<file path="src/hw/rtl/prrs_pkg.sv">
`timescale 1ns / 1ps
// ----------------------------------------------------------------------------
// prrs_pkg: shared types and constants for the process scheduler
// Slot entry layout, ready queue control/status words, register and
// function codes used across the scheduler modules.
// ----------------------------------------------------------------------------
package prrs_pkg;

  localparam int MAX_PROCS = 8;
  localparam int SLOT_W    = 3;
  localparam int CNT_W     = $clog2(MAX_PROCS + 1);
  localparam int PRIO_W    = 8;
  localparam int BURST_W   = 8;
  localparam int SLICE_W   = 8;
  localparam int TICK_W    = 16;
  localparam int AGE_W     = 4;

  // configuration register indexes
  localparam logic CFG_MODE  = 1'b0;
  localparam logic CFG_AGING = 1'b1;

  // input function codes
  localparam logic FUNC_LOAD = 1'b0;
  localparam logic FUNC_TICK = 1'b1;

  // scheduling modes
  localparam logic MODE_PRIO = 1'b0;
  localparam logic MODE_RR   = 1'b1;

  typedef logic [SLOT_W-1:0] slot_t;

  typedef struct packed {
    logic signed [PRIO_W-1:0] prio;
    logic [BURST_W-1:0]       remaining;
    logic [SLICE_W-1:0]       slice_used;
  } slot_ent_t;

  typedef struct packed {
    logic  push;
    slot_t push_slot;
    logic  pop;
  } fifo_ctl_t;

  typedef struct packed {
    logic  empty;
    logic  last;
    slot_t head_slot;
  } fifo_sts_t;

endpackage

</file>
<file path="src/hw/rtl/priority_and_round_robin_scheduler_top.sv">
`timescale 1ns / 1ps
// ----------------------------------------------------------------------------
// priority_and_round_robin_scheduler_top: process scheduler, two modes
// Priority scheduling with aging, or round robin with per-process slice.
// ----------------------------------------------------------------------------
// Usage:
//  - Command channel: drive start with in_func/in_slot/in_prio_value/in_burst;
//    a word is taken on a clock edge with start high and busy low.
//  - A load word (in_func = 0) is absorbed with busy staying low, and
//    no result word is produced.
//  - A tick word (in_func = 1) yields exactly one result word, shown for one
//    cycle with out_valid high. The receiver cannot stall it.
//  - Priority mode: a tick scans all MAX_PROCS slots through the slot memory
//    read port, one per cycle, then ages the winner, writes it back and
//    registers the result word; busy stays high through the write back.
//  - Round robin mode: running the current slot reads its slot entry, then runs
//    the tick and strobes the result; a dispatch before it pops ready-queue
//    entries, each with a queue memory read, then a check (at most MAX_PROCS).
//  - Config channel: cfg_valid/cfg_ready, cfg_index 0 = mode, 1 = aging step.
//    Always ready; write only while the block is idle.
//  - Reset (rst_n low, synchronous): mode priority, aging step 3, queue empty,
//    no slot loaded, tick counter zero, current slot 0, dispatch pending.
// ----------------------------------------------------------------------------
module priority_and_round_robin_scheduler_top (
  input  logic                                clk,
  input  logic                                rst_n,
  // command channel
  input  logic                                start,
  output logic                                busy,
  input  logic                                in_func,
  input  logic [prrs_pkg::SLOT_W-1:0]         in_slot,
  input  logic signed [prrs_pkg::PRIO_W-1:0]  in_prio_value,
  input  logic [prrs_pkg::BURST_W-1:0]        in_burst,
  // result channel
  output logic                                out_valid,
  output logic [prrs_pkg::SLOT_W-1:0]         out_ran_slot,
  output logic                                out_idle,
  output logic                                out_finished_now,
  output logic                                out_preempted,
  output logic                                out_all_done,
  output logic [prrs_pkg::TICK_W-1:0]         out_ticks_used,
  // configuration channel
  input  logic                                cfg_valid,
  output logic                                cfg_ready,
  input  logic                                cfg_index,
  input  logic [prrs_pkg::AGE_W-1:0]          cfg_data
);
  import prrs_pkg::*;

  // sequencer states
  localparam logic [2:0] ST_IDLE  = 3'd0;  // take commands, handle loads
  localparam logic [2:0] ST_SCAN  = 3'd1;  // priority: sweep slot memory
  localparam logic [2:0] ST_PEXEC = 3'd2;  // priority: age and write back
  localparam logic [2:0] ST_DRD   = 3'd3;  // rr: wait for queue head read
  localparam logic [2:0] ST_DCHK  = 3'd4;  // rr: pop head, dispatch or drop
  localparam logic [2:0] ST_RRD   = 3'd5;  // rr: read current slot entry
  localparam logic [2:0] ST_REXEC = 3'd6;  // rr: run one tick, write back

  logic [2:0]           state_r, state_nxt;
  logic                 mode_r;
  logic [AGE_W-1:0]     aging_r;
  // one bit per slot: loaded with burst left (remaining != 0 implies loaded)
  logic [MAX_PROCS-1:0] pending_r, pending_nxt;
  slot_t                cur_r, cur_nxt;
  logic                 need_r, need_nxt;
  logic                 fresh_r, fresh_nxt;
  logic [TICK_W-1:0]    tick_r, tick_nxt, tick_inc;

  // scan bookkeeping
  logic [CNT_W-1:0]     idx_r, idx_nxt;
  slot_t                cmp_slot_r, cmp_slot_nxt;
  logic                 best_vld_r, best_vld_nxt;
  slot_t                best_slot_r, best_slot_nxt;
  slot_ent_t            best_ent_r, best_ent_nxt;

  // result register
  logic                 out_valid_r, out_valid_nxt;
  slot_t                out_ran_r, out_ran_nxt;
  logic                 out_idle_r, out_idle_nxt;
  logic                 out_fin_r, out_fin_nxt;
  logic                 out_pre_r, out_pre_nxt;
  logic                 out_done_r, out_done_nxt;
  logic [TICK_W-1:0]    out_ticks_r, out_ticks_nxt;

  // memory and queue hookup
  logic                 mem_we;
  slot_t                mem_waddr;
  slot_ent_t            mem_wdata;
  slot_t                mem_raddr;
  slot_ent_t            mem_rd;
  fifo_ctl_t            fifo_ctl;
  fifo_sts_t            fifo_sts;

  // tick arithmetic
  logic signed [PRIO_W:0] aged;
  logic [PRIO_W-1:0]      prio_aged;
  logic [BURST_W-1:0]     p_rem;
  logic [SLICE_W-1:0]     p_slice;
  logic [SLICE_W-1:0]     r_slice_cur;
  logic [SLICE_W:0]       r_used_next;
  logic [BURST_W-1:0]     r_rem;
  logic [SLICE_W-1:0]     r_slice;
  logic                   r_fin;
  logic                   r_pre;
  logic                   take_best;

  prrs_slot_mem u_slot_mem (
    .clk     (clk),
    .wr_en   (mem_we),
    .wr_addr (mem_waddr),
    .wr_data (mem_wdata),
    .rd_addr (mem_raddr),
    .rd_data (mem_rd)
  );

  prrs_ready_fifo u_ready_fifo (
    .clk   (clk),
    .rst_n (rst_n),
    .ctl   (fifo_ctl),
    .sts   (fifo_sts)
  );

  // Priority mode: drop the winner's priority by the aging step, clamp at the
  // most negative value; burn one unit of burst; saturate the slice count.
  assign aged      = {best_ent_r.prio[PRIO_W-1], best_ent_r.prio} -
                     $signed({{(PRIO_W + 1 - AGE_W){1'b0}}, aging_r});
  assign prio_aged = (aged[PRIO_W] && !aged[PRIO_W-1]) ?
                     {1'b1, {(PRIO_W - 1){1'b0}}} : aged[PRIO_W-1:0];
  assign p_rem     = best_ent_r.remaining - 1'b1;
  assign p_slice   = (&best_ent_r.slice_used) ? best_ent_r.slice_used :
                     best_ent_r.slice_used + 1'b1;

  // Round robin: a freshly dispatched slot starts its slice from zero. The
  // slice expires when the priority equals the incremented count, so a
  // nonpositive priority never expires.
  assign r_slice_cur = fresh_r ? '0 : mem_rd.slice_used;
  assign r_used_next = {1'b0, r_slice_cur} + 1'b1;
  assign r_rem       = mem_rd.remaining - 1'b1;
  assign r_slice     = (&r_slice_cur) ? r_slice_cur : r_slice_cur + 1'b1;
  assign r_fin       = (r_rem == '0);
  assign r_pre       = !r_fin && !mem_rd.prio[PRIO_W-1] &&
                       ({1'b0, mem_rd.prio} == r_used_next);

  assign tick_inc = (&tick_r) ? tick_r : tick_r + 1'b1;

  // strict greater-than keeps the lowest slot on ties
  assign take_best = (idx_r != '0) && pending_r[cmp_slot_r] &&
                     (!best_vld_r || (mem_rd.prio > best_ent_r.prio));

  always_comb begin
    state_nxt     = state_r;
    pending_nxt   = pending_r;
    cur_nxt       = cur_r;
    need_nxt      = need_r;
    fresh_nxt     = fresh_r;
    tick_nxt      = tick_r;
    idx_nxt       = idx_r;
    cmp_slot_nxt  = cmp_slot_r;
    best_vld_nxt  = best_vld_r;
    best_slot_nxt = best_slot_r;
    best_ent_nxt  = best_ent_r;
    out_valid_nxt = 1'b0;
    out_ran_nxt   = out_ran_r;
    out_idle_nxt  = out_idle_r;
    out_fin_nxt   = out_fin_r;
    out_pre_nxt   = out_pre_r;
    mem_we        = 1'b0;
    mem_waddr     = in_slot;
    mem_wdata     = '{prio: in_prio_value, remaining: in_burst, slice_used: '0};
    mem_raddr     = cur_r;
    fifo_ctl      = '0;

    case (state_r)
      ST_IDLE: begin
        if (start) begin
          if (in_func == FUNC_LOAD) begin
            // rewrite slot, clear slice, queue it if burst left and not running
            mem_we = 1'b1;
            pending_nxt[in_slot] = (in_burst != '0);
            if ((in_burst != '0) &&
                !(mode_r == MODE_RR && !need_r && cur_r == in_slot)) begin
              fifo_ctl.push      = 1'b1;
              fifo_ctl.push_slot = in_slot;
            end
          end else if (mode_r == MODE_PRIO) begin
            idx_nxt      = '0;
            best_vld_nxt = 1'b0;
            state_nxt    = ST_SCAN;
          end else if (!need_r && pending_r[cur_r]) begin
            fresh_nxt = 1'b0;
            state_nxt = ST_RRD;
          end else begin
            // current slot is done or none is running: dispatch
            need_nxt = 1'b1;
            if (fifo_sts.empty) begin
              out_valid_nxt = 1'b1;
              out_ran_nxt   = '0;
              out_idle_nxt  = 1'b1;
              out_fin_nxt   = 1'b0;
              out_pre_nxt   = 1'b0;
            end else begin
              state_nxt = ST_DRD;
            end
          end
        end
      end

      ST_SCAN: begin
        // issue read of slot idx, compare the entry read last cycle
        mem_raddr    = idx_r[SLOT_W-1:0];
        cmp_slot_nxt = idx_r[SLOT_W-1:0];
        idx_nxt      = idx_r + 1'b1;
        if (take_best) begin
          best_vld_nxt  = 1'b1;
          best_slot_nxt = cmp_slot_r;
          best_ent_nxt  = mem_rd;
        end
        if (idx_r == CNT_W'(MAX_PROCS)) begin
          state_nxt = ST_PEXEC;
        end
      end

      ST_PEXEC: begin
        out_valid_nxt = 1'b1;
        out_pre_nxt   = 1'b0;
        if (best_vld_r) begin
          mem_we      = 1'b1;
          mem_waddr   = best_slot_r;
          mem_wdata   = '{prio: prio_aged, remaining: p_rem, slice_used: p_slice};
          pending_nxt[best_slot_r] = (p_rem != '0);
          tick_nxt     = tick_inc;
          out_ran_nxt  = best_slot_r;
          out_idle_nxt = 1'b0;
          out_fin_nxt  = (p_rem == '0);
        end else begin
          out_ran_nxt  = '0;
          out_idle_nxt = 1'b1;
          out_fin_nxt  = 1'b0;
        end
        state_nxt = ST_IDLE;
      end

      ST_DRD: begin
        state_nxt = ST_DCHK;
      end

      ST_DCHK: begin
        // pop the head; dispatch it if it has burst left, else drop it
        fifo_ctl.pop = 1'b1;
        if (pending_r[fifo_sts.head_slot]) begin
          cur_nxt   = fifo_sts.head_slot;
          need_nxt  = 1'b0;
          fresh_nxt = 1'b1;
          state_nxt = ST_RRD;
        end else if (fifo_sts.last) begin
          out_valid_nxt = 1'b1;
          out_ran_nxt   = '0;
          out_idle_nxt  = 1'b1;
          out_fin_nxt   = 1'b0;
          out_pre_nxt   = 1'b0;
          state_nxt     = ST_IDLE;
        end else begin
          state_nxt = ST_DRD;
        end
      end

      ST_RRD: begin
        state_nxt = ST_REXEC;
      end

      ST_REXEC: begin
        mem_we    = 1'b1;
        mem_waddr = cur_r;
        mem_wdata = '{prio: mem_rd.prio, remaining: r_rem, slice_used: r_slice};
        pending_nxt[cur_r] = !r_fin;
        if (r_fin || r_pre) begin
          need_nxt = 1'b1;
        end
        if (r_pre) begin
          fifo_ctl.push      = 1'b1;
          fifo_ctl.push_slot = cur_r;
        end
        tick_nxt      = tick_inc;
        out_valid_nxt = 1'b1;
        out_ran_nxt   = cur_r;
        out_idle_nxt  = 1'b0;
        out_fin_nxt   = r_fin;
        out_pre_nxt   = r_pre;
        state_nxt     = ST_IDLE;
      end

      default: begin
        state_nxt = ST_IDLE;
      end
    endcase

    // status is taken after the tick's updates
    out_done_nxt  = ~|pending_nxt;
    out_ticks_nxt = tick_nxt;
  end

  always_ff @(posedge clk) begin
    if (!rst_n) begin
      state_r     <= ST_IDLE;
      mode_r      <= MODE_PRIO;
      aging_r     <= AGE_W'(3);
      pending_r   <= '0;
      cur_r       <= '0;
      need_r      <= 1'b1;
      fresh_r     <= 1'b0;
      tick_r      <= '0;
      idx_r       <= '0;
      best_vld_r  <= 1'b0;
      out_valid_r <= 1'b0;
    end else begin
      state_r     <= state_nxt;
      pending_r   <= pending_nxt;
      cur_r       <= cur_nxt;
      need_r      <= need_nxt;
      fresh_r     <= fresh_nxt;
      tick_r      <= tick_nxt;
      idx_r       <= idx_nxt;
      best_vld_r  <= best_vld_nxt;
      out_valid_r <= out_valid_nxt;
      if (cfg_valid && cfg_ready) begin
        case (cfg_index)
          CFG_MODE:  mode_r  <= cfg_data[0];
          CFG_AGING: aging_r <= cfg_data;
          default: begin
          end
        endcase
      end
    end
  end

  // payload registers, no reset
  always_ff @(posedge clk) begin
    cmp_slot_r  <= cmp_slot_nxt;
    best_slot_r <= best_slot_nxt;
    best_ent_r  <= best_ent_nxt;
    out_ran_r   <= out_ran_nxt;
    out_idle_r  <= out_idle_nxt;
    out_fin_r   <= out_fin_nxt;
    out_pre_r   <= out_pre_nxt;
    out_done_r  <= out_done_nxt;
    out_ticks_r <= out_ticks_nxt;
  end

  assign busy             = (state_r != ST_IDLE);
  assign cfg_ready        = 1'b1;
  assign out_valid        = out_valid_r;
  assign out_ran_slot     = out_ran_r;
  assign out_idle         = out_idle_r;
  assign out_finished_now = out_fin_r;
  assign out_preempted    = out_pre_r;
  assign out_all_done     = out_done_r;
  assign out_ticks_used   = out_ticks_r;

endmodule

</file>
<file path="src/hw/rtl/prrs_slot_mem.sv">
`timescale 1ns / 1ps
// ----------------------------------------------------------------------------
// prrs_slot_mem: per-slot state memory
// One write port, one read port with registered read data.
// ----------------------------------------------------------------------------
module prrs_slot_mem (
  input  logic               clk,
  input  logic               wr_en,
  input  prrs_pkg::slot_t    wr_addr,
  input  prrs_pkg::slot_ent_t wr_data,
  input  prrs_pkg::slot_t    rd_addr,
  output prrs_pkg::slot_ent_t rd_data
);
  import prrs_pkg::*;

  slot_ent_t mem [MAX_PROCS];
  slot_ent_t rd_data_r;

  always_ff @(posedge clk) begin
    if (wr_en) begin
      mem[wr_addr] <= wr_data;
    end
    rd_data_r <= mem[rd_addr];
  end

  assign rd_data = rd_data_r;

endmodule

</file>
<file path="src/hw/rtl/prrs_ready_fifo.sv">
`timescale 1ns / 1ps
// ----------------------------------------------------------------------------
// prrs_ready_fifo: round-robin ready queue
// Circular queue of slot numbers in a small memory, with a queued flag per
// slot so that a slot is never held twice. Head read data is registered.
// ----------------------------------------------------------------------------
module prrs_ready_fifo (
  input  logic                clk,
  input  logic                rst_n,
  input  prrs_pkg::fifo_ctl_t ctl,
  output prrs_pkg::fifo_sts_t sts
);
  import prrs_pkg::*;

  slot_t                mem [MAX_PROCS];
  slot_t                rd_data_r;
  slot_t                head_r, head_nxt;
  logic [CNT_W-1:0]     count_r, count_nxt;
  logic [MAX_PROCS-1:0] queued_r, queued_nxt;
  logic [SLOT_W:0]      tail_sum;
  slot_t                tail;
  logic                 do_push;

  assign do_push  = ctl.push && !queued_r[ctl.push_slot];
  assign tail_sum = {1'b0, head_r} + (SLOT_W + 1)'(count_r);
  assign tail     = (tail_sum >= (SLOT_W + 1)'(MAX_PROCS)) ?
                    SLOT_W'(tail_sum - (SLOT_W + 1)'(MAX_PROCS)) : tail_sum[SLOT_W-1:0];

  always_ff @(posedge clk) begin
    if (do_push) begin
      mem[tail] <= ctl.push_slot;
    end
    rd_data_r <= mem[head_r];
  end

  always_comb begin
    head_nxt   = head_r;
    count_nxt  = count_r;
    queued_nxt = queued_r;
    if (ctl.pop) begin
      head_nxt  = (head_r == SLOT_W'(MAX_PROCS - 1)) ? '0 : head_r + 1'b1;
      count_nxt = count_r - 1'b1;
      queued_nxt[rd_data_r] = 1'b0;
    end else if (do_push) begin
      count_nxt = count_r + 1'b1;
      queued_nxt[ctl.push_slot] = 1'b1;
    end
  end

  always_ff @(posedge clk) begin
    if (!rst_n) begin
      head_r   <= '0;
      count_r  <= '0;
      queued_r <= '0;
    end else begin
      head_r   <= head_nxt;
      count_r  <= count_nxt;
      queued_r <= queued_nxt;
    end
  end

  assign sts.empty     = (count_r == '0);
  assign sts.last      = (count_r == CNT_W'(1));
  assign sts.head_slot = rd_data_r;

endmodule

</file>
<file path="config.mk">
export PLATFORM = sky130hd
export DESIGN_NAME = priority_and_round_robin_scheduler_top
export DESIGN_NICKNAME = d
export VERILOG_FILES = /design/src/hw/rtl/prrs_pkg.sv /design/src/hw/rtl/priority_and_round_robin_scheduler_top.sv /design/src/hw/rtl/prrs_slot_mem.sv /design/src/hw/rtl/prrs_ready_fifo.sv
export SDC_FILE = /design/constraint.sdc
export NUM_CORES = 1
export LEC_CHECK = 0
export ABC_CLOCK_PERIOD_IN_PS = 7300
export BUFFER_PORTS_ARGS = -buffer_cell sky130_fd_sc_hd__buf_2
export CAP_MARGIN = 25
export CORE_ASPECT_RATIO = 0.6
export CORE_MARGIN = 1
export CORE_UTILIZATION = 50
export CTS_CLUSTER_DIAMETER = 120
export DETAILED_ROUTE_END_ITERATION = 6
export GPL_ROUTABILITY_DRIVEN = 0
export MAX_ROUTING_LAYER = met4
export PLACE_DENSITY = 0.66
export SYNTH_ARGS = -nofsm -noshare
export SYNTH_HDL_FRONTEND = slang
export SYNTH_SLANG_ARGS = --single-unit
</file>
<file path="constraint.sdc">
create_clock -name clk -period 7.3 [get_ports clk]
set_input_delay 0.73 -clock clk [delete_from_list [all_inputs] [get_ports clk]]
set_output_delay 0.73 -clock clk [all_outputs]
set_load 0.02 [all_outputs]
</file>
==> impl_metrics.yaml, run 1 <==
floorplan:
  core_area_sq_um: 30400
  core.rowCount: 49
  die_h_microns: 139
  die-area_sq_um: 32200
  initial_core_util: 0.517
  io_pins: 55
  die-width_microns: 231
drt:
  drc: 0
  firstDrtPassIters: 5
  routed_via_density: 6.02
  wl_per_cell_microns: 22.1
  totalWireLength_mm: 36.8
  drt_iter0_drc: 1180
  via_count: 10000
  postRouteAntennaNets: 0
clock_tree:
  clock_latency_ns: 0.58
  cts_max_path_buffers: 3
  cts_tree: "built"
  clkTransAtPathRegs_ns: 0.07
  post_cts_resized: 0
  h-tree-depth: 1
  cts_buffers: 31
  clock-sinks: 354
  ctsHoldBuffers: 0
  cts_setup_buffers: 0
  root_buffer: "clkbuf_16"
power_and_ir_drop:
  power_frac_seq: 0.553
  p_int_mw: 3.11
  leakagePower_nw: 6.09
  finalPower_mw: 3.99
  p_switching_mw: 0.881
  ir_drop_mv: 0.169
  powerDensity_nw_per_um2: 229
  combPwrFrac: 0.053
  clock_power_share: 0.395
  swShare: 0.221
critical_path:
  critPathMaxFanout: 13
  worstPathRequired_ns: 7.50
  cp-start-kind: "flip-flop"
  worstPathArrival_ns: 4.78
  criticalPathCategory: "flip-flop to flip-flop"
  critPathCaptureType: "flip-flop"
synthesis:
  netlist_instances: 1190
  synth_fp_nets: 1249
  seq_area_frac_synth: 0.611
  synth_cell_types: 71
  yosys_warnings: 0
  async_flop_share: 0
  ys_ff_latch: 354
  syn_area_per_cell_sq_um: 13.2
  synthFlopType: "edfxtp_1"
  synth-edff-count: 252
  synthesis.area_sq_um: 15700
sta:
  clock.fmax_mhz: 219
  clock_skew_ns: 0.0271
  slew_violations: 0
  timing.setup.tns_ns: 0
  rsz0062_at_grt: "false"
  tightest_slew_ns: 1.03
  setup_viol: 0
  period_needed_ns: 4.57
  timing.final.hold_violations: 0
  final.period_utilization: 0.627
  relSlewSlack: 0.312
  holdWs_ns: 0.424
global_routing:
  grt_max_degree: 49
  grt_pass1_vias: 9564
  grt_pass1_wl_mm: 57.4
  grtUsageTotal: 0.240
  grt_overflow: 0
  antenna_found_initial: 0
final_layout:
  final_util: 0.574
  drive_above_1_share: 0.196
  n_antenna_cell: 0
  syn_to_final_growth_pct: 11.0
  nets: 1296
placement:
  io_buffers: 53
  hpwl_mm: 24.7
flow_run:
  maxCapViolations: 0
status:
  status: "complete, no violations"
min_path:
  min_path_type: "input pin to flip-flop"
==> synth_stat cells, types with 8 or more instances <==
cell type    n  share of area
a21o_1      10         0.0048
a21oi_1     59          0.019
a22oi_1      9         0.0043
a31oi_1      8         0.0032
and2_1      27          0.011
buf_1        9         0.0021
clkbuf_1    44          0.010
dfxtp_1    102           0.13
edfxtp_1   252           0.48
ha_1        28          0.022
inv_1       36         0.0086
mux2_2      40          0.029
mux2i_1     13         0.0083
mux4_2      56          0.080
nand2_1     75          0.018
nand2b_1    18         0.0072
nand3_1     39          0.012
nand4_1     14         0.0056
nor2_1      85          0.020
nor2b_1     16         0.0064
nor3_1      24         0.0076
nor4_1       8         0.0032
o21ai_0     46          0.015
o221ai_1     9         0.0050
o22ai_1     10         0.0040
xnor2_1     32          0.018
xor2_1      18          0.010
==> cells by family after synthesis <==
group | count (synthesis) | share of synthesized area
multiplexers | 109 | 0.117
other | 1 | 0.000238
AO/OA/AOI/OAI | 203 | 0.0822
adder cells (fa/ha/maj) | 30 | 0.0248
AND/OR/NAND/NOR | 346 | 0.113
XOR/XNOR | 50 | 0.0278
buffers and inverters | 97 | 0.0243
flip-flops | 354 | 0.611
==> worst max-delay path, stage by stage, from the launching register on <==
cell       delay [ns]
dfxtp_1          0.51
nand2b_1         0.22
inv_1            0.08
ha_1             0.32
xnor2_1          0.16
o211ai_1         0.13
a2111oi_2        0.38
nand3b_1         0.22
nor3_2           0.47
a22oi_1          0.20
a21boi_1         0.20
nor4_4           0.64
nand2b_1         0.25
nor3_1           0.43
==> stage by stage <==
stage,std cells,setup slack [ns],instance area [sq um]
2_1_floorplan,1190,3.69,15700
3_3_place_gp,1611,2.98,16500
3_5_place_dp,1611,2.78,16500
4_1_cts,1668,2.76,17400
5_1_grt,1669,2.37,17500
6_report,1669,2.73,17500
==> registers in the layout, indices dropped and copies added (netlist names), 4 cells and up <==
signal                 cells
u_ready_fifo.queued_r      8
u_slot_mem.mem           192
u_ready_fifo.mem          24
u_ready_fifo.count_r       4
u_slot_mem.rd_data        24
aging_r                    4
pending_r                  8
idx_r                      4
tick_r                    16
best_ent_r                24
out_ticks_used            16
==> metal layers <==
metal | global-route usage | up-vias | wire length (microns)
met5 | - | - | 0
met4 | 0.0331 | 0 | 487
met3 | 0.0512 | 48 | 3340
met2 | 0.301 | 427 | 14400
met1 | 0.396 | 4967 | 18600
li1 | - | 4600 | -
==> power groups by stage <==
stage	Combinational [mW]	Clock [mW]	Sequential (mW)
detailed placement	0.206	0	2.25
floorplan	0.145	0	2.24
global route	0.230	1.68	2.21
CTS	0.207	1.60	2.21
finish	0.210	1.57	2.21
global placement	0.203	0	2.25
==> path summary, 6_finish.rpt <==
path | slack (ns) | cells past startpoint | from | to
worst max-delay path | 2.73 | 13 | fresh_r$_SDFFE_PN0P_ | u_ready_fifo.mem[4][2]$_DFFE_PP_
worst min-delay path | 0.42 | 3 | cfg_data[2] | aging_r[2]$_SDFFE_PN0P_
worst max register to register | 2.73 | 13 | fresh_r$_SDFFE_PN0P_ | u_ready_fifo.mem[4][2]$_DFFE_PP_
worst min register to register | 0.45 | 0 | u_slot_mem.rd_data[0]$_DFF_P_ | best_ent_r[0]$_DFFE_PP_
==> layout by cell type (no fill, tap or decap), types with 5 or more instances in the layout <==
master     count
mux4_2        56
ha_1          28
o21ai_0       46
xor2_1        18
a211oi_1       5
nand3b_1       7
and2_1        27
or2_2          5
nor2_2         8
nor4_1         8
nor2_1        77
nand4b_1       5
clkbuf_1       6
a31oi_1        8
buf_2         53
nand2b_1      18
a22oi_1        9
nand2_1       75
a21oi_1       57
mux2_2        40
nor3_1        24
buf_4         19
o221ai_1       9
a311oi_1       7
edfxtp_1     252
dfxtp_1      102
mux2i_1       12
clkinv_2       7
inv_1         36
xnor2_1       32
a21o_1        10
nand4_1       14
nor2b_1       16
nand3_1       39
clkbuf_16     31
o22ai_1       10
clkinv_1       5
==> layout make-up <==
cell class,instances,area (sq um)
clock buffers,41,853
clock inverters,16,111
fillers,2505,12900
inverters,38,143
multi-input cells,739,5800
flip-flops and latches,354,9610
well taps,408,510
repair buffers,73,435
Note: power is estimated with default switching activity, not from simulation.
==> run 2, diff against run 1 <==
ABC_AREA = 1   (was not set)
ABC_CLOCK_PERIOD_IN_PS = 4200   (was 7300)
PLACE_DENSITY = 0.69   (was 0.66)
clock period = 4.2 ns   (was 7.3 ns; I/O delays follow)
==> run 2 against run 1 <==
Combinational power rose to 8.9 times the previous value. Final cell count rose by 30%. Power grew 130%. Global-route usage rose by 2.8 points. Worst hold slack worse by 0.30 ns. Sequential cell count unchanged. Sequential share of layout area down 2.4 points. First-iteration DRC count rose by 27%. Critical path depth is 9 higher. Critical path type unchanged. Highest routed layer unchanged.
==> impl_metrics.yaml, run 2 <==
floorplan:
  core.rowCount: 50
  core_area_sq_um: 31500
  die-area_sq_um: 33200
  die-width_microns: 234
  io_pins: 55
  die_h_microns: 141
  initial_core_util: 0.514
critical_path:
  crit_start: "fresh_r$_SDFFE_PN0P_"
  timing.rr.end: "u_ready_fifo.mem[2][2]$_DFFE_PP_"
  worst_path_most_repeated_cell: "nand2_1"
  rr_startpoint: "fresh_r$_SDFFE_PN0P_"
  r2r_setup_slack_ns: 0.84
  cp_slowest_cell: "dfxtp_1"
  reg2reg_depth: 22
  worstPathArrival_ns: 3.59
  worstPathRequired_ns: 4.43
  critPathMaxFanout: 13
  path_cells: "inv_2 -> nand2_1 -> inv_1 -> ha_1 -> nand3_1 -> inv_1 -> nand2_1 -> nand2_1 -> nand2_1 -> nand2_1 -> clkinv_1 -> nand3_1 -> nor2_4 -> nand3_2 -> nand2_2 -> a21oi_1 -> nand2_1 -> nand2_2 -> inv_2 -> nand2_2 -> or2_4 -> nor2_2"
  cp-start-kind: "flip-flop"
  setup.worst_path.end: "u_ready_fifo.mem[2][2]$_DFFE_PP_"
  critPathCaptureType: "flip-flop"
  cpPeakStageDelay_ns: 0.42
  criticalPathCategory: "flip-flop to flip-flop"
global_routing:
  grt_overflow: 0
  use_met3: 0.0880
  grt_pass1_vias: 11600
  use_met1: 0.392
  antenna_found_initial: 0
  grt.busiest_layer: "met1"
  grt_max_degree: 69
  met2_usage: 0.355
  grtUsageTotal: 0.268
  grt_pass1_wl_mm: 65.4
sta:
  timing.final.hold_violations: 0
  clock_skew_ns: 0.0163
  relSlewSlack: 0.304
  slew_violations: 0
  rsz0062_at_grt: "false"
  clock.fmax_mhz: 297
  tightest_slew_ns: 1.03
  timing.setup.tns_ns: 0
  setup_viol: 0
  final.period_utilization: 0.800
  period_needed_ns: 3.36
clock_tree:
  cts_setup_buffers: 0
  root_buffer: "clkbuf_16"
  cts_tree: "built"
  clock_latency_ns: 0.54
  h-tree-depth: 2
  post_cts_resized: 0
  cts_buffers: 34
  clkTransAtPathRegs_ns: 0.07
  cts_max_path_buffers: 3
  clock-sinks: 354
  ctsHoldBuffers: 0
placement:
  hpwl_mm: 30.5
  io_buffers: 53
  dp.cells: 2102
final_layout:
  largest_register: "u_slot_mem.mem"
  layout_commonest_cell: "nor2_1"
  largest_register_ffs: 192
  instances_no_fill: 2165
  syn_to_final_growth_pct: 12.6
  drive_above_1_share: 0.114
  final_cell_mix: "276 x nor2_1, 252 x edfxtp_1, 215 x nand2_1"
  nets: 1782
  n_antenna_cell: 0
synthesis:
  synth_fp_nets: 1723
  yosysMostFrequentCell: "nor2_1"
  async_flop_share: 0
  syn_area_per_cell_sq_um: 9.74
  synthTopCellsByCount: "284 x nor2_1, 252 x edfxtp_1, 215 x nand2_1"
  synth-edff-count: 252
  synth_cell_types: 57
  seq_area_frac_synth: 0.593
  ys_ff_latch: 354
  synthTopCellsByArea: "edfxtp_1 47%, dfxtp_1 13%, nor2_1 6.6%"
  synthFlopType: "edfxtp_1"
  yosysTopAreaCell: "edfxtp_1"
  yosys.area.top_type_share: 0.467
  synthesis.area_sq_um: 16200
  yosys_warnings: 0
  netlist_instances: 1664
power_and_ir_drop:
  p_int_mw: 6.48
  combPwrFrac: 0.199
  power_frac_seq: 0.457
  swShare: 0.308
  clock_power_share: 0.344
  leakagePower_nw: 6.91
  powerDensity_nw_per_um2: 513
  p_switching_mw: 2.89
  ir_drop_mv: 0.307
  finalPower_mw: 9.37
min_path:
  min_path_type: "input pin to flip-flop"
drt:
  postRouteAntennaNets: 0
  wl_per_cell_microns: 19.7
  via_count: 12700
  firstDrtPassIters: 6
  drt_iter0_drc: 1495
  totalWireLength_mm: 42.7
  routed_via_density: 5.85
  drc: 0
flow_run:
  maxCapViolations: 0
status:
  status: "complete, no violations"
## run 2: through the flow
step	hold slack, ns	worst slack (ns)	instance area, sq um	utilization
final	0.127	0.838	18300	0.579
after floorplan	0.431	0.589	16200	-
after detailed placement	0.452	0.841	17100	0.541
after CTS	0.104	0.870	18200	0.579
after global placement	0.451	0.901	17100	0.541
after global routing	0.144	0.466	18300	0.579
## run 2: power by group through the flow
| stage | clock network (mW) | registers, mW | logic (mW) |
|---|---|---|---|
| 2_1_floorplan | 0 | 4.24 | 1.27 |
| 3_3_place_gp | 0 | 4.33 | 1.80 |
| 3_5_place_dp | 0 | 4.33 | 1.82 |
| 4_1_cts | 3.27 | 4.26 | 1.83 |
| 5_1_grt | 3.41 | 4.30 | 2.07 |
| 6_report | 3.22 | 4.28 | 1.87 |
## run 2: per-layer routing
layer,part of all wire,routed length (microns)
met5,0,0
met4,0.018,763
met3,0.11,4850
met2,0.40,17200
met1,0.46,19900
## run 2: worst min-delay path by stage
stage,cells past startpoint,to,startpoint,slack (ns)
CTS,3,aging_r[1]$_SDFFE_PN1P_,cfg_data[1],0.10
floorplan,0,best_ent_r[1]$_DFFE_PP_,u_slot_mem.rd_data[1]$_DFF_P_,0.43
detailed placement,0,best_ent_r[15]$_DFFE_PP_,u_slot_mem.rd_data[15]$_DFF_P_,0.45
finish,3,aging_r[1]$_SDFFE_PN1P_,cfg_data[1],0.13
global route,3,aging_r[1]$_SDFFE_PN1P_,cfg_data[1],0.14
global placement,0,best_ent_r[15]$_DFFE_PP_,u_slot_mem.rd_data[15]$_DFF_P_,0.45
## run 2: layout make-up
cell class	count	area (sq um)
fill	2637	13300
sequential	354	9610
multi-input combinational	1105	5870
clock buffer	45	975
timing repair buffer	87	546
inverter	141	529
tap	416	520
clock inverter	17	208
## run 2: cell families (layout without fill, tap and decap cells)
logic type	Yosys count	after routing	share of synthesized area
xor+xnor	23	23	0.0124
mux	1	1	0.000617
compound gates	402	402	0.149
simple gates	648	648	0.172
other cells	1	1	0.000231
fa+ha+maj	30	30	0.0241
flops	354	354	0.593
buf+inv	205	290	0.0490
## run 2: critical path, delay by kind of cell (launching register included)
kind	cells	cell delay, ns
compound gates	1	0.13
fa+ha+maj	1	0.21
buf+inv	5	0.35
flops	1	0.42
simple gates	15	1.95
==> run 3, diff against run 2 <==
ABC_CLOCK_PERIOD_IN_PS = 3200   (was 4200)
PLACE_DENSITY = 0.66   (was 0.69)
clock period = 3.2 ns   (was 4.2 ns; I/O delays follow)
==> run 3 against run 2 <==
Setup slack got worse by 0.64 ns. Clock power rose by 25%. Fmax rose by 12%. Global-route usage rose by 0.75 points. Critical path type unchanged.
==> impl_metrics.yaml, run 3 (same netlist as run 2, synthesis figures left out) <==
min_path:
  min_path_type: "input pin to flip-flop"
  min_from: "cfg_data[1]"
  min_to: "aging_r[1]$_SDFFE_PN1P_"
  hold_depth: 3
floorplan:
  io_pins: 55
  die_h_microns: 141
  die-width_microns: 234
  initial_core_util: 0.514
  core_area_sq_um: 31500
  die-area_sq_um: 33200
  core.rowCount: 50
sta:
  relSlewSlack: 0.349
  rsz0062_at_grt: "true"
  clock.fmax_mhz: 333
  period_needed_ns: 3.00
  clock_skew_ns: 0.0216
  tightest_slew_ns: 0.976
  final.period_utilization: 0.939
  slew_violations: 0
  setup_viol: 0
  timing.final.hold_violations: 0
drt:
  drt_iter0_drc: 1421
  wl_per_cell_microns: 20.1
  via_count: 12800
  totalWireLength_mm: 44.1
  postRouteAntennaNets: 0
  drc: 0
  firstDrtPassIters: 6
  routed_via_density: 5.84
power_and_ir_drop:
  swShare: 0.315
  leakagePower_nw: 7.00
  clock_power_share: 0.329
  powerDensity_nw_per_um2: 658
  combPwrFrac: 0.210
  p_int_mw: 8.34
  ir_drop_mv: 0.344
  power_frac_seq: 0.460
  p_switching_mw: 3.84
critical_path:
  criticalPathCategory: "flip-flop to flip-flop"
  rr_startpoint: "u_slot_mem.rd_data[8]$_DFF_P_"
  critPathMaxFanout: 11
  r2r_setup_slack_ns: 0.20
  path_cells: "inv_1 -> ha_1 -> inv_1 -> nor2_1 -> nand3_1 -> xor2_1 -> nand2_1 -> nor2_4 -> nor2_4 -> nand3_4 -> nand2_4 -> nand2_1 -> nand2_1 -> nand2_2 -> nand2_2 -> nor2_4 -> nand2_2 -> or2_4 -> nor2_2"
  cp-start-kind: "flip-flop"
  worstPathRequired_ns: 3.42
  worstPathArrival_ns: 3.22
  timing.rr.end: "u_ready_fifo.mem[6][2]$_DFFE_PP_"
  critPathCaptureType: "flip-flop"
  cp_slowest_cell: "dfxtp_1"
  reg2reg_depth: 19
  cpPeakStageDelay_ns: 0.35
global_routing:
  grt_overflow: 0
  grt_pass1_wl_mm: 67.3
  grt_max_degree: 62
  antenna_found_initial: 2
  grt_pass1_vias: 11800
  grtUsageTotal: 0.275
final_layout:
  largest_register: "u_slot_mem.mem"
  fin_area_sq_um: 18500
  largest_register_ffs: 192
  final_util: 0.587
  syn_to_final_growth_pct: 14.1
  fillers: 2713
  final_cell_mix: "272 x nor2_1, 252 x edfxtp_1, 214 x nand2_1"
  layout_commonest_cell: "nor2_1"
  nets: 1803
  drive_above_1_share: 0.128
placement:
  placed_area_sq_um: 17300
  hpwl_mm: 29.9
  io_buffers: 53
clock_tree:
  cts_buffers: 34
  clock-sinks: 354
  cts_max_path_buffers: 3
  root_buffer: "clkbuf_16"
  clkTransAtPathRegs_ns: 0.07
  clock_latency_ns: 0.54
  cts_tree: "built"
  h-tree-depth: 2
status:
  status: "complete, no violations"
flow_run:
  maxCapViolations: 0
-- run 3: changes by cell type in the layout (fill, tap and decap cells not counted), moves of 3 or more --
cell       delta
buf_4        +12
buf_12        +9
clkinv_1      -3
clkbuf_1      +6
nor2_1        -4
bufinv_16     -3
nor2_4        +4
-- run 3: power by group through the flow --
stage / sequential [mW] / combinational (mW) / clock [mW]
after floorplan: 5.57 / 1.67 / 0
after global placement: 5.68 / 2.45 / 0
after detailed placement: 5.68 / 2.48 / 0
after CTS: 5.59 / 2.50 / 4.07
after global routing: 5.63 / 2.82 / 4.23
final: 5.60 / 2.56 / 4.01
-- run 3: per-stage QoR --
step	setup TNS, ns	total power [mW]	setup WS, ns	instances	hold slack, ns
2_1_floorplan	-2.15	7.24	-0.0158	1664	0.431
3_3_place_gp	0	8.13	0.226	2122	0.448
3_5_place_dp	0	8.16	0.0721	2122	0.452
4_1_cts	0	12.2	0.0377	2184	0.0113
5_1_grt	-0.218	12.7	-0.0291	2188	0.0358
6_report	0	12.2	0.196	2188	0.0280
-- run 3: cell type report --
cell class | instances | area, sq um | share of cell area
antenna | 2 | 5.00 | 0.000271
clock buffer | 52 | 1000 | 0.0541
clock inverter | 10 | 97.6 | 0.00528
inverter | 141 | 529 | 0.0286
multi-input combinational | 1105 | 5920 | 0.320
sequential | 354 | 9610 | 0.520
tap | 416 | 520 | 0.0281
timing repair buffer | 108 | 816 | 0.0441
-- run 3: how the worst max path moves through the flow --
stage	slack, ns	cells after the start	endpoint	startpoint
6_report	0.20	19	u_ready_fifo.mem[6][2]$_DFFE_PP_	u_slot_mem.rd_data[8]$_DFF_P_
2_1_floorplan	-0.02	12	u_slot_mem.mem[4][0]$_DFFE_PP_	state_r[0]$_SDFFE_PN0P_
4_1_cts	0.04	21	u_ready_fifo.mem[1][2]$_DFFE_PP_	fresh_r$_SDFFE_PN0P_
5_1_grt	-0.03	23	u_ready_fifo.mem[6][1]$_DFFE_PP_	fresh_r$_SDFFE_PN0P_
3_3_place_gp	0.23	21	u_ready_fifo.mem[7][1]$_DFFE_PP_	fresh_r$_SDFFE_PN0P_
3_5_place_dp	0.07	19	u_ready_fifo.mem[1][0]$_DFFE_PP_	u_slot_mem.rd_data[0]$_DFF_P_
-- run 3: what timing repair did --
| item | 4_1_cts | 5_1_grt |
|---|---|---|
| setup endpoints to repair | 0 | 29 |
| buffers inserted | 0 | 1 |
| hold buffers | 0 | 0 |
| gates resized for setup | 0 | 13 |
-- run 3: metal layers --
layer  track usage  up-vias  wire (microns)
met1         0.416     6094           21000
li1              -     6014               -
met4        0.0706        0             881
met5             -        -               0
met3        0.0677       75            4290
met2         0.364      587           17900
-- run 3: worst max-delay path, delay by kind of cell (launching register included) --
kind	cells	cell delay (ns)
and+or+nand+nor	15	1.74
DFF	1	0.35
adders and majority gates	1	0.22
buffers and inverters	2	0.20
xor gates and xnor gates	1	0.17
